==> config.mk <==
export PLATFORM = sky130hd
export DESIGN_NAME = tph_div
export DESIGN_NICKNAME = d
export VERILOG_FILES = /design/src/rtl/core/timed_position_history_rewind_assert.svh /design/src/rtl/core/tph_pkg.sv /design/src/rtl/core/tph_div.sv
export SDC_FILE = /design/constraint.sdc
export NUM_CORES = 1
export LEC_CHECK = 0
export BUFFER_PORTS_ARGS = -buffer_cell sky130_fd_sc_hd__buf_2
export CAP_MARGIN = 10
export CORE_ASPECT_RATIO = 0.7
export CORE_MARGIN = 3
export CORE_UTILIZATION = 58
export CTS_CLUSTER_SIZE = 24
export DETAILED_ROUTE_END_ITERATION = 8
export GPL_TIMING_DRIVEN = 0
export PLACE_DENSITY = 0.8
export SETUP_SLACK_MARGIN = 0.15
export SYNTH_ARGS = -nofsm -noshare
export SYNTH_HDL_FRONTEND = slang
export SYNTH_SLANG_ARGS = --single-unit
export TNS_END_PERCENT = 100
==> constraint.sdc <==
create_clock -name clk -period 5 [get_ports clk]
set_input_delay 0.25 -clock clk [delete_from_list [all_inputs] [get_ports clk]]
set_output_delay 0.25 -clock clk [all_outputs]
set_load 0.02 [all_outputs]
==> src/rtl/core/timed_position_history_rewind_assert.svh <==
// Assertion macros used by the RTL.
`ifndef TIMED_POSITION_HISTORY_REWIND_ASSERT_SVH
`define TIMED_POSITION_HISTORY_REWIND_ASSERT_SVH
`ifndef SYNTHESIS
`define TPH_ASSERT_IMP(lbl, clk, rst_n, ante, cons) \
  lbl: assert property (@(posedge clk) disable iff (!rst_n) (ante) |-> (cons)) \
    else $error("assertion failed");
`define TPH_ASSERT_NXT(lbl, clk, rst_n, ante, cons) \
  lbl: assert property (@(posedge clk) disable iff (!rst_n) (ante) |=> (cons)) \
    else $error("assertion failed");
`else
`define TPH_ASSERT_IMP(lbl, clk, rst_n, ante, cons)
`define TPH_ASSERT_NXT(lbl, clk, rst_n, ante, cons)
`endif
`endif

==> src/rtl/core/tph_pkg.sv <==
package tph_pkg;

  localparam int COORDS    = 9;
  localparam int COORD_W   = 24;
  localparam int TIME_W    = 31;
  localparam int FRAC_W    = 17;
  localparam int PERIOD_W  = 10;

  localparam logic [PERIOD_W-1:0] DEFAULT_PERIOD = 10'd50;

  localparam logic [1:0] OP_STORE  = 2'd0;
  localparam logic [1:0] OP_REWIND = 2'd1;
  localparam logic [1:0] OP_RESET  = 2'd2;
  localparam logic [1:0] OP_NOP    = 2'd3;

  typedef logic signed [COORD_W-1:0] coord_t;
  typedef logic [TIME_W-1:0] tstamp_t;
  typedef logic [COORDS-1:0][COORD_W-1:0] box_t;

  typedef struct packed {
    logic [1:0] op;
    tstamp_t    req_time;
    tstamp_t    now_time;
    coord_t     origin_x;
    coord_t     origin_y;
    coord_t     origin_z;
    coord_t     min_x;
    coord_t     min_y;
    coord_t     min_z;
    coord_t     max_x;
    coord_t     max_y;
    coord_t     max_z;
  } in_item_t;

  typedef struct packed {
    logic   adjusted;
    coord_t out_origin_x;
    coord_t out_origin_y;
    coord_t out_origin_z;
    coord_t out_min_x;
    coord_t out_min_y;
    coord_t out_min_z;
    coord_t out_max_x;
    coord_t out_max_y;
    coord_t out_max_z;
  } out_item_t;

  typedef struct packed {
    logic    en;
    tstamp_t tstamp;
    box_t    box;
  } hist_wr_t;

  function automatic box_t item_box(input in_item_t it);
    box_t b;
    b[0] = it.origin_x;
    b[1] = it.origin_y;
    b[2] = it.origin_z;
    b[3] = it.min_x;
    b[4] = it.min_y;
    b[5] = it.min_z;
    b[6] = it.max_x;
    b[7] = it.max_y;
    b[8] = it.max_z;
    return b;
  endfunction

endpackage

==> src/rtl/core/tph_div.sv <==
module tph_div (
  input  logic                      clk,
  input  logic                      rst_n,
  input  logic                      start,
  input  tph_pkg::tstamp_t          dividend,
  input  tph_pkg::tstamp_t          divisor,
  output logic                      done,
  output logic [tph_pkg::FRAC_W-1:0] quot
);
  import tph_pkg::*;

  // Restoring division, one quotient bit per cycle, integer bit first.
  logic [TIME_W:0]   rem_r, rem_nxt;
  tstamp_t           den_r;
  logic [FRAC_W-1:0] q_r;
  logic [4:0]        cnt_r;
  logic              busy_r;
  logic              done_r;
  logic [TIME_W:0]   trial;
  logic              ge;

  always_comb begin
    trial = (cnt_r == 5'(FRAC_W)) ? rem_r : {rem_r[TIME_W-1:0], 1'b0};
    ge = trial >= {1'b0, den_r};
    rem_nxt = ge ? (trial - {1'b0, den_r}) : trial;
  end

  always_ff @(posedge clk) begin
    if (!rst_n) begin
      busy_r <= 1'b0;
      done_r <= 1'b0;
      cnt_r  <= '0;
    end else begin
      done_r <= 1'b0;
      if (start) begin
        busy_r <= 1'b1;
        cnt_r  <= 5'(FRAC_W);
      end else if (busy_r) begin
        cnt_r <= cnt_r - 5'd1;
        if (cnt_r == 5'd1) begin
          busy_r <= 1'b0;
          done_r <= 1'b1;
        end
      end
    end
  end

  always_ff @(posedge clk) begin
    if (start) begin
      rem_r <= {1'b0, dividend};
      den_r <= divisor;
      q_r   <= '0;
    end else if (busy_r) begin
      rem_r <= rem_nxt;
      q_r   <= {q_r[FRAC_W-2:0], ge};
    end
  end

  assign done = done_r;
  assign quot = q_r;

endmodule

=== After elaboration in Yosys (flattened, before gate mapping) ===
Index checks and enable logic that the tools add are counted.
Widths: inputs -> output; s select.

* Logic and storage cells: 28
* Output and inout port bits: 18
* Register bits after elaboration: 87

* Multiplexer cells: 10
* Eq/ne operators: 2
* $add $sub $neg: 2
* $lt $le $gt $ge: 1
* Bitwise gates (word level): 2
* Reductions and logical operators: 3

{| class="wikitable"
|+ Operators with widths
! operator !! count
|-
| $mux 32 || 2
|-
| $mux 31 || 2
|-
| $ge 32x31->1 || 1
|-
| $sub 32x31->32 || 1
|-
| $mux 5 || 2
|-
| $eq 5x1->1 const B || 1
|-
| $eq 5x5->1 const B || 1
|-
| $sub 5x1->5 const B || 1
|-
| $mux 1 || 4
|-
| $reduce_or 3->1 || 1
|-
| $not 1->1 || 2
|-
| $reduce_bool 2->1 || 1
|-
| $reduce_or 2->1 || 1
|}

=== Logic depth before layout (Yosys ltp) ===
* Depth after elaboration: 6
* Gate-level depth with buffers: 19
* Gate-level depth less buffers: 15

=== Least setup slack after synthesis ===
No wires, ideal clock.

* Path kind: register to register
* From: register cnt_r[0]
* To: register rem_r[0], data pin
* Cell stages (with the launch flop): 16
* Slack: 1,119 ps
* Arrival time: 3,621 ps
* Data required time: 4,740 ps
* Path through: dfxtp_1 -> ha_1 -> and3_1 -> buf_2 -> buf_1 -> mux2_2 -> fa_1 -> a21o_1 -> a221o_2 -> a21oi_2 -> a21oi_2 -> o21ai_2 -> and2_1 -> buf_6 -> mux2i_1 -> mux2_2

* Longest elaborated chain between the ends: 6
* Elaborated cells on any way between the ends: 7

{| class="wikitable"
|+ Ends and longest elaborated chain
! what !! line !! source
|-
| from (decl) || tph_div.sv:16 || <nowiki>logic [4:0] cnt_r;</nowiki>
|-
| from (signal assigned) || tph_div.sv:37 || <nowiki>cnt_r <= 5'(FRAC_W);</nowiki>
|-
| from (signal assigned) || tph_div.sv:39 || <nowiki>cnt_r <= cnt_r - 5'd1;</nowiki>
|-
| $eq 5x5->1 (*) || tph_div.sv:23 || <nowiki>trial = (cnt_r == 5'(FRAC_W)) ? rem_r : {rem_r[TIME_W-1:0], 1'b0};</nowiki>
|-
| $mux 32 (*) || tph_div.sv:23 ||
|-
| $sub 32x31->32 or $ge 32x31->1 (tied branches) || tph_div.sv:25, tph_div.sv:24 ||
|-
| $mux 32 (*) || tph_div.sv:25 || <nowiki>rem_nxt = ge ? (trial - {1'b0, den_r}) : trial;</nowiki>
|-
| $mux 31 (*) || tph_div.sv:53 || <nowiki>end else if (busy_r) begin</nowiki>
|-
| $mux 31 (*) || tph_div.sv:49 || <nowiki>if (start) begin</nowiki>
|-
| to (signal assigned) || tph_div.sv:50 || <nowiki>rem_r <= {1'b0, dividend};</nowiki>
|-
| to (signal assigned) || tph_div.sv:54 || <nowiki>rem_r <= rem_nxt;</nowiki>
|-
| to (decl) || tph_div.sv:13 || <nowiki>logic [TIME_W:0] rem_r, rem_nxt;</nowiki>
|}

Every way passes the cells marked *; elsewhere a longest branch is shown, timed or not. The select of a mux whose other input is x is not followed.
A chain may end at the register's enable or synchronous reset.

=== Worst setup path after layout ===
* From: register cnt_r[0]
* To: register rem_r[31]

* Longest elaborated chain between the ends: 4
* Elaborated cells on any way between the ends: 5

{| class="wikitable"
|+ Ends and longest elaborated chain
! what !! line
|-
| $eq 5x5->1 (*) || tph_div.sv:23
|-
| $mux 32 (*) || tph_div.sv:23
|-
| $sub 32x31->32 or $ge 32x31->1 (tied branches) || tph_div.sv:25, tph_div.sv:24
|-
| $mux 32 (*) || tph_div.sv:25
|}

Every way passes the cells marked *; elsewhere a longest branch is shown, timed or not.

==> impl_metrics.sql <==
INSERT INTO impl_metrics (metric_group, metric, value, unit) VALUES
('sta', 'grt_setup_unrepaired', 'no', ''),
('floorplanning', 'die_x', '124', 'µm'),
('sta', 'finalWorstPathRequiredPeriod', '4.59', 'ns'),
('worst_setup_path', 'worst_setup_path_end_kind', 'register', ''),
('worst_setup_path', 'timing.critical_path.max_delay_family', 'compound AO/OA/AOI/OAI gates', ''),
('final_layout', 'num-fill-cells', '737', ''),
('run', 'max_cap_viol_count', '0', ''),
('worst_setup_path', 'critPathLaunchType', 'register', ''),
('final_layout', 'syn2layout_area_growth', '15.5', '%'),
('route', 'ant_nets', '0', ''),
('worst_setup_path', 'timing.setup.critical_path_class', 'reg -> reg', ''),
('placed_design', 'port_buffers', '82', ''),
('clock_tree', 'cts_hold_buf', '0', ''),
('worst_setup_path', 'worst_path_largest_cell_delay', '0.76', 'ns'),
('worst_setup_path', 'top_cell_by_count_worst_path', 'sky130_fd_sc_hd__ha_1', ''),
('placed_design', 'dpl.hpwl', '10600', 'µm'),
('synth', 'syn-mean-instance-area', '9.95', 'µm²'),
('final_layout', 'final_area', '0.00656', 'mm²'),
('sta', 'finalMaxSlewViolations', '0', ''),
('synth', 'synth.yosys.seq_area_share', '41.6', '%'),
('final_layout', 'final_common_cell', 'sky130_fd_sc_hd__buf_2', ''),
('floorplanning', 'die-area', '0.0110', 'mm²'),
('clock_tree', 'cts_inserted_buffers', '9', ''),
('sta', 'final-hold-violation-count', '0', ''),
('worst_hold_path', 'worst_hold_path_type', 'in -> reg', ''),
('sta', 'final_worst_clock_skew', '0.0144', 'ns'),
('clock_tree', 'clkSlewWorstSetupHoldPaths', '0.08', 'ns'),
('route', 'drt_pass1_iterations', '5', ''),
('worst_setup_path', 'worst-r2r-setup-slack', '0.41', 'ns'),
('power', 'post-layout-total-power', '3190', 'µW'),
('global_routing', 'grt-ovfl-total', '0', ''),
('power', 'power.static_leakage', '0.00289', 'µW'),
('worst_setup_path', 'crit_buf_inv', '3', ''),
('worst_setup_path', 'critPathMaxFanout', '10', ''),
('worst_setup_path', 'wp_data_required', '5.29', 'ns'),
('global_routing', 'largest_net_degree_at_the_start_of_global_routing', '35', ''),
('synth', 'synth_nets', '670', ''),
('synth', 'yosysWarnings', '0', ''),
('sta', 'min_period_over_period', '91.9', '%'),
('route', 'drc_errors', '0', ''),
('global_routing', 'wire_length_of_the_first_global_routing_pass', '23100', 'µm'),
('synth', 'ys_ff_latch', '87', ''),
('power', 'power.density', '486', 'mW/mm²'),
('route', 'drt-total-wl', '14500', 'µm'),
('sta', 'report.final.setup_viol', '0', ''),
('global_routing', 'grt_antenna_before_repair', '0', ''),
('sta', 'hold_ws', '0.0646', 'ns'),
('clock_tree', 'cts_tree', 'yes', ''),
('clock_tree', 'clockBufferDepth', '2', ''),
('worst_setup_path', 'crit-reg2reg-launch', 'cnt_r[0]', ''),
('synth', 'asyncSetResetFlopFracSynth', '0', '%'),
('route', 'wl_per_cell', '18.3', 'µm'),
('worst_setup_path', 'crit_chain', 'ha_1 > and3_1 > buf_2 > clkbuf_2 > buf_6 > mux2_2 > ha_1 > a2111o_1 > o21ai_1 > a211oi_2 > o2111ai_1 > a2111oi_1 > nor3_1 > a211o_1 > nand3_1', ''),
('placed_design', 'gp_routability_congestion', '0.952', ''),
('route', 'drt_iter0_markers', '414', ''),
('clock_tree', 'clock-sinks', '87', ''),
('final_layout', 'fin_nets', '763', ''),
('floorplanning', 'die_h', '88.8', 'µm'),
('worst_hold_path', 'hold_path.startpoint', 'divisor[3]', ''),
('worst_setup_path', 'crit_slowest_cell', 'sky130_fd_sc_hd__a2111oi_1', ''),
('placed_design', 'detailed_place.area', '0.00625', 'mm²'),
('synth', 'ys_flop_type', 'sky130_fd_sc_hd__edfxtp_1', ''),
('clock_tree', 'clockRootBuffer', 'sky130_fd_sc_hd__clkbuf_16', ''),
('global_routing', 'first_global_vias', '4647', ''),
('final_layout', 'antenna_cells', '0', ''),
('synth', 'post_synth_inst_count', '571', ''),
('global_routing', 'gr_util_all_layers', '26.5', '%'),
('final_layout', 'share_of_final_layout_standard_cells_stronger_than_drive_strength_1', '23.8', '%'),
('outcome', 'outcome', 'completed', ''),
('worst_setup_path', 'setup.worst_path.start', 'cnt_r[0]', ''),
('synth', 'synth_edf_count', '62', '');
-- state kept, by name, indices dropped and copies added, names as in the netlist --
signal  cells
rem_r      32
den_r      31
quot       17
cnt_r       5
busy_r      1
done        1
-- report_power, final --
| group | internal [µW] | switching (µW) | total, µW |
|---|---|---|---|
| Clock | 401 | 318 | 718 |
| Sequential | 918 | 57.7 | 976 |
| Combinational | 640 | 852 | 1490 |
-- kinds of logic after synthesis --
group | share of synthesized area [%]
buffers and inverters | 4.67
muxes | 12.3
xor gates and xnor gates | 4.01
adders and majority gates | 7.62
DFF | 41.6
and+or+nand+nor | 12.6
AOI/OAI and AO/OA | 17.2
-- through the flow --
| stage | worst slack (ns) | cells | util (%) |
|---|---|---|---|
| floorplan | 1.12 | 571 | - |
| global placement | 0.261 | 777 | 67.2 |
| detailed placement | 0.190 | 777 | 67.3 |
| CTS | 0.168 | 793 | 70.6 |
| global route | 0.154 | 793 | 70.6 |
| finish | 0.407 | 793 | 70.6 |
-- worst register-to-register path, cell delays in order (launching register included) --
cell and delay [ns]:
sky130_fd_sc_hd__dfxtp_1 0.40, sky130_fd_sc_hd__ha_1 0.19, sky130_fd_sc_hd__and3_1 0.15, sky130_fd_sc_hd__buf_2 0.20, sky130_fd_sc_hd__clkbuf_2 0.39, sky130_fd_sc_hd__buf_6 0.24
sky130_fd_sc_hd__mux2_2 0.37, sky130_fd_sc_hd__ha_1 0.45, sky130_fd_sc_hd__a2111o_1 0.18, sky130_fd_sc_hd__o21ai_1 0.10, sky130_fd_sc_hd__a211oi_2 0.39, sky130_fd_sc_hd__o2111ai_1 0.23
sky130_fd_sc_hd__a2111oi_1 0.76, sky130_fd_sc_hd__nor3_1 0.12, sky130_fd_sc_hd__a211o_1 0.32, sky130_fd_sc_hd__nand3_1 0.06
-- cell type report --
class	instances	area [µm²]	area share, %
plain buffers	20	110	1.68
clock buffers	9	225	3.43
repair buffers	82	410	6.25
clock inverters	7	85.1	1.30
well taps	124	155	2.36
flip-flops and latches	87	2360	36.0
inverters	42	158	2.40
multi-input cells	422	3060	46.6
-- final timing paths --
check | to | cells past startpoint
worst min register to register | quot[16] | 2
worst max-delay path | rem_r[31] | 15
worst max register to register | rem_r[31] | 15
worst min-delay path | den_r[3] | 1
-- what timing repair did --
item	4_1_cts	5_1_grt
setup buffers	0	0
endpoints found under the setup margin	0	32
gates resized for setup	0	2
hold endpoints to repair	0	0
-- synthesized netlist by cell type (5+ instances only) --
library cell,n,area [µm²]
sky130_fd_sc_hd__clkbuf_1,10,37.5
sky130_fd_sc_hd__o21ai_0,23,115
sky130_fd_sc_hd__inv_1,41,154
sky130_fd_sc_hd__nand4_1,5,31.3
sky130_fd_sc_hd__nor2b_1,5,31.3
sky130_fd_sc_hd__xnor2_1,13,114
sky130_fd_sc_hd__ha_1,33,413
sky130_fd_sc_hd__a211oi_1,8,60.1
sky130_fd_sc_hd__mux2_2,31,349
sky130_fd_sc_hd__dfxtp_1,25,500
sky130_fd_sc_hd__a21oi_1,48,240
sky130_fd_sc_hd__a21o_1,16,120
sky130_fd_sc_hd__nor2_1,52,195
sky130_fd_sc_hd__edfxtp_1,62,1860
sky130_fd_sc_hd__nor3_1,9,45.0
sky130_fd_sc_hd__mux2i_1,35,350
sky130_fd_sc_hd__nand3_1,8,40.0
sky130_fd_sc_hd__nand2_1,44,165
sky130_fd_sc_hd__or3_1,6,37.5
sky130_fd_sc_hd__xor2_1,13,114
sky130_fd_sc_hd__o21a_1,6,45.0
-- per-layer routing --
metal	wire length, µm	GRT usage, %	part of all wire, %
met1	6780	36.7	47
met2	6550	42.9	45
met3	1040	6.57	7.2
met4	163	5.27	1.1
met5	0	0	0
Note: power is estimated with default switching activity, not from simulation.
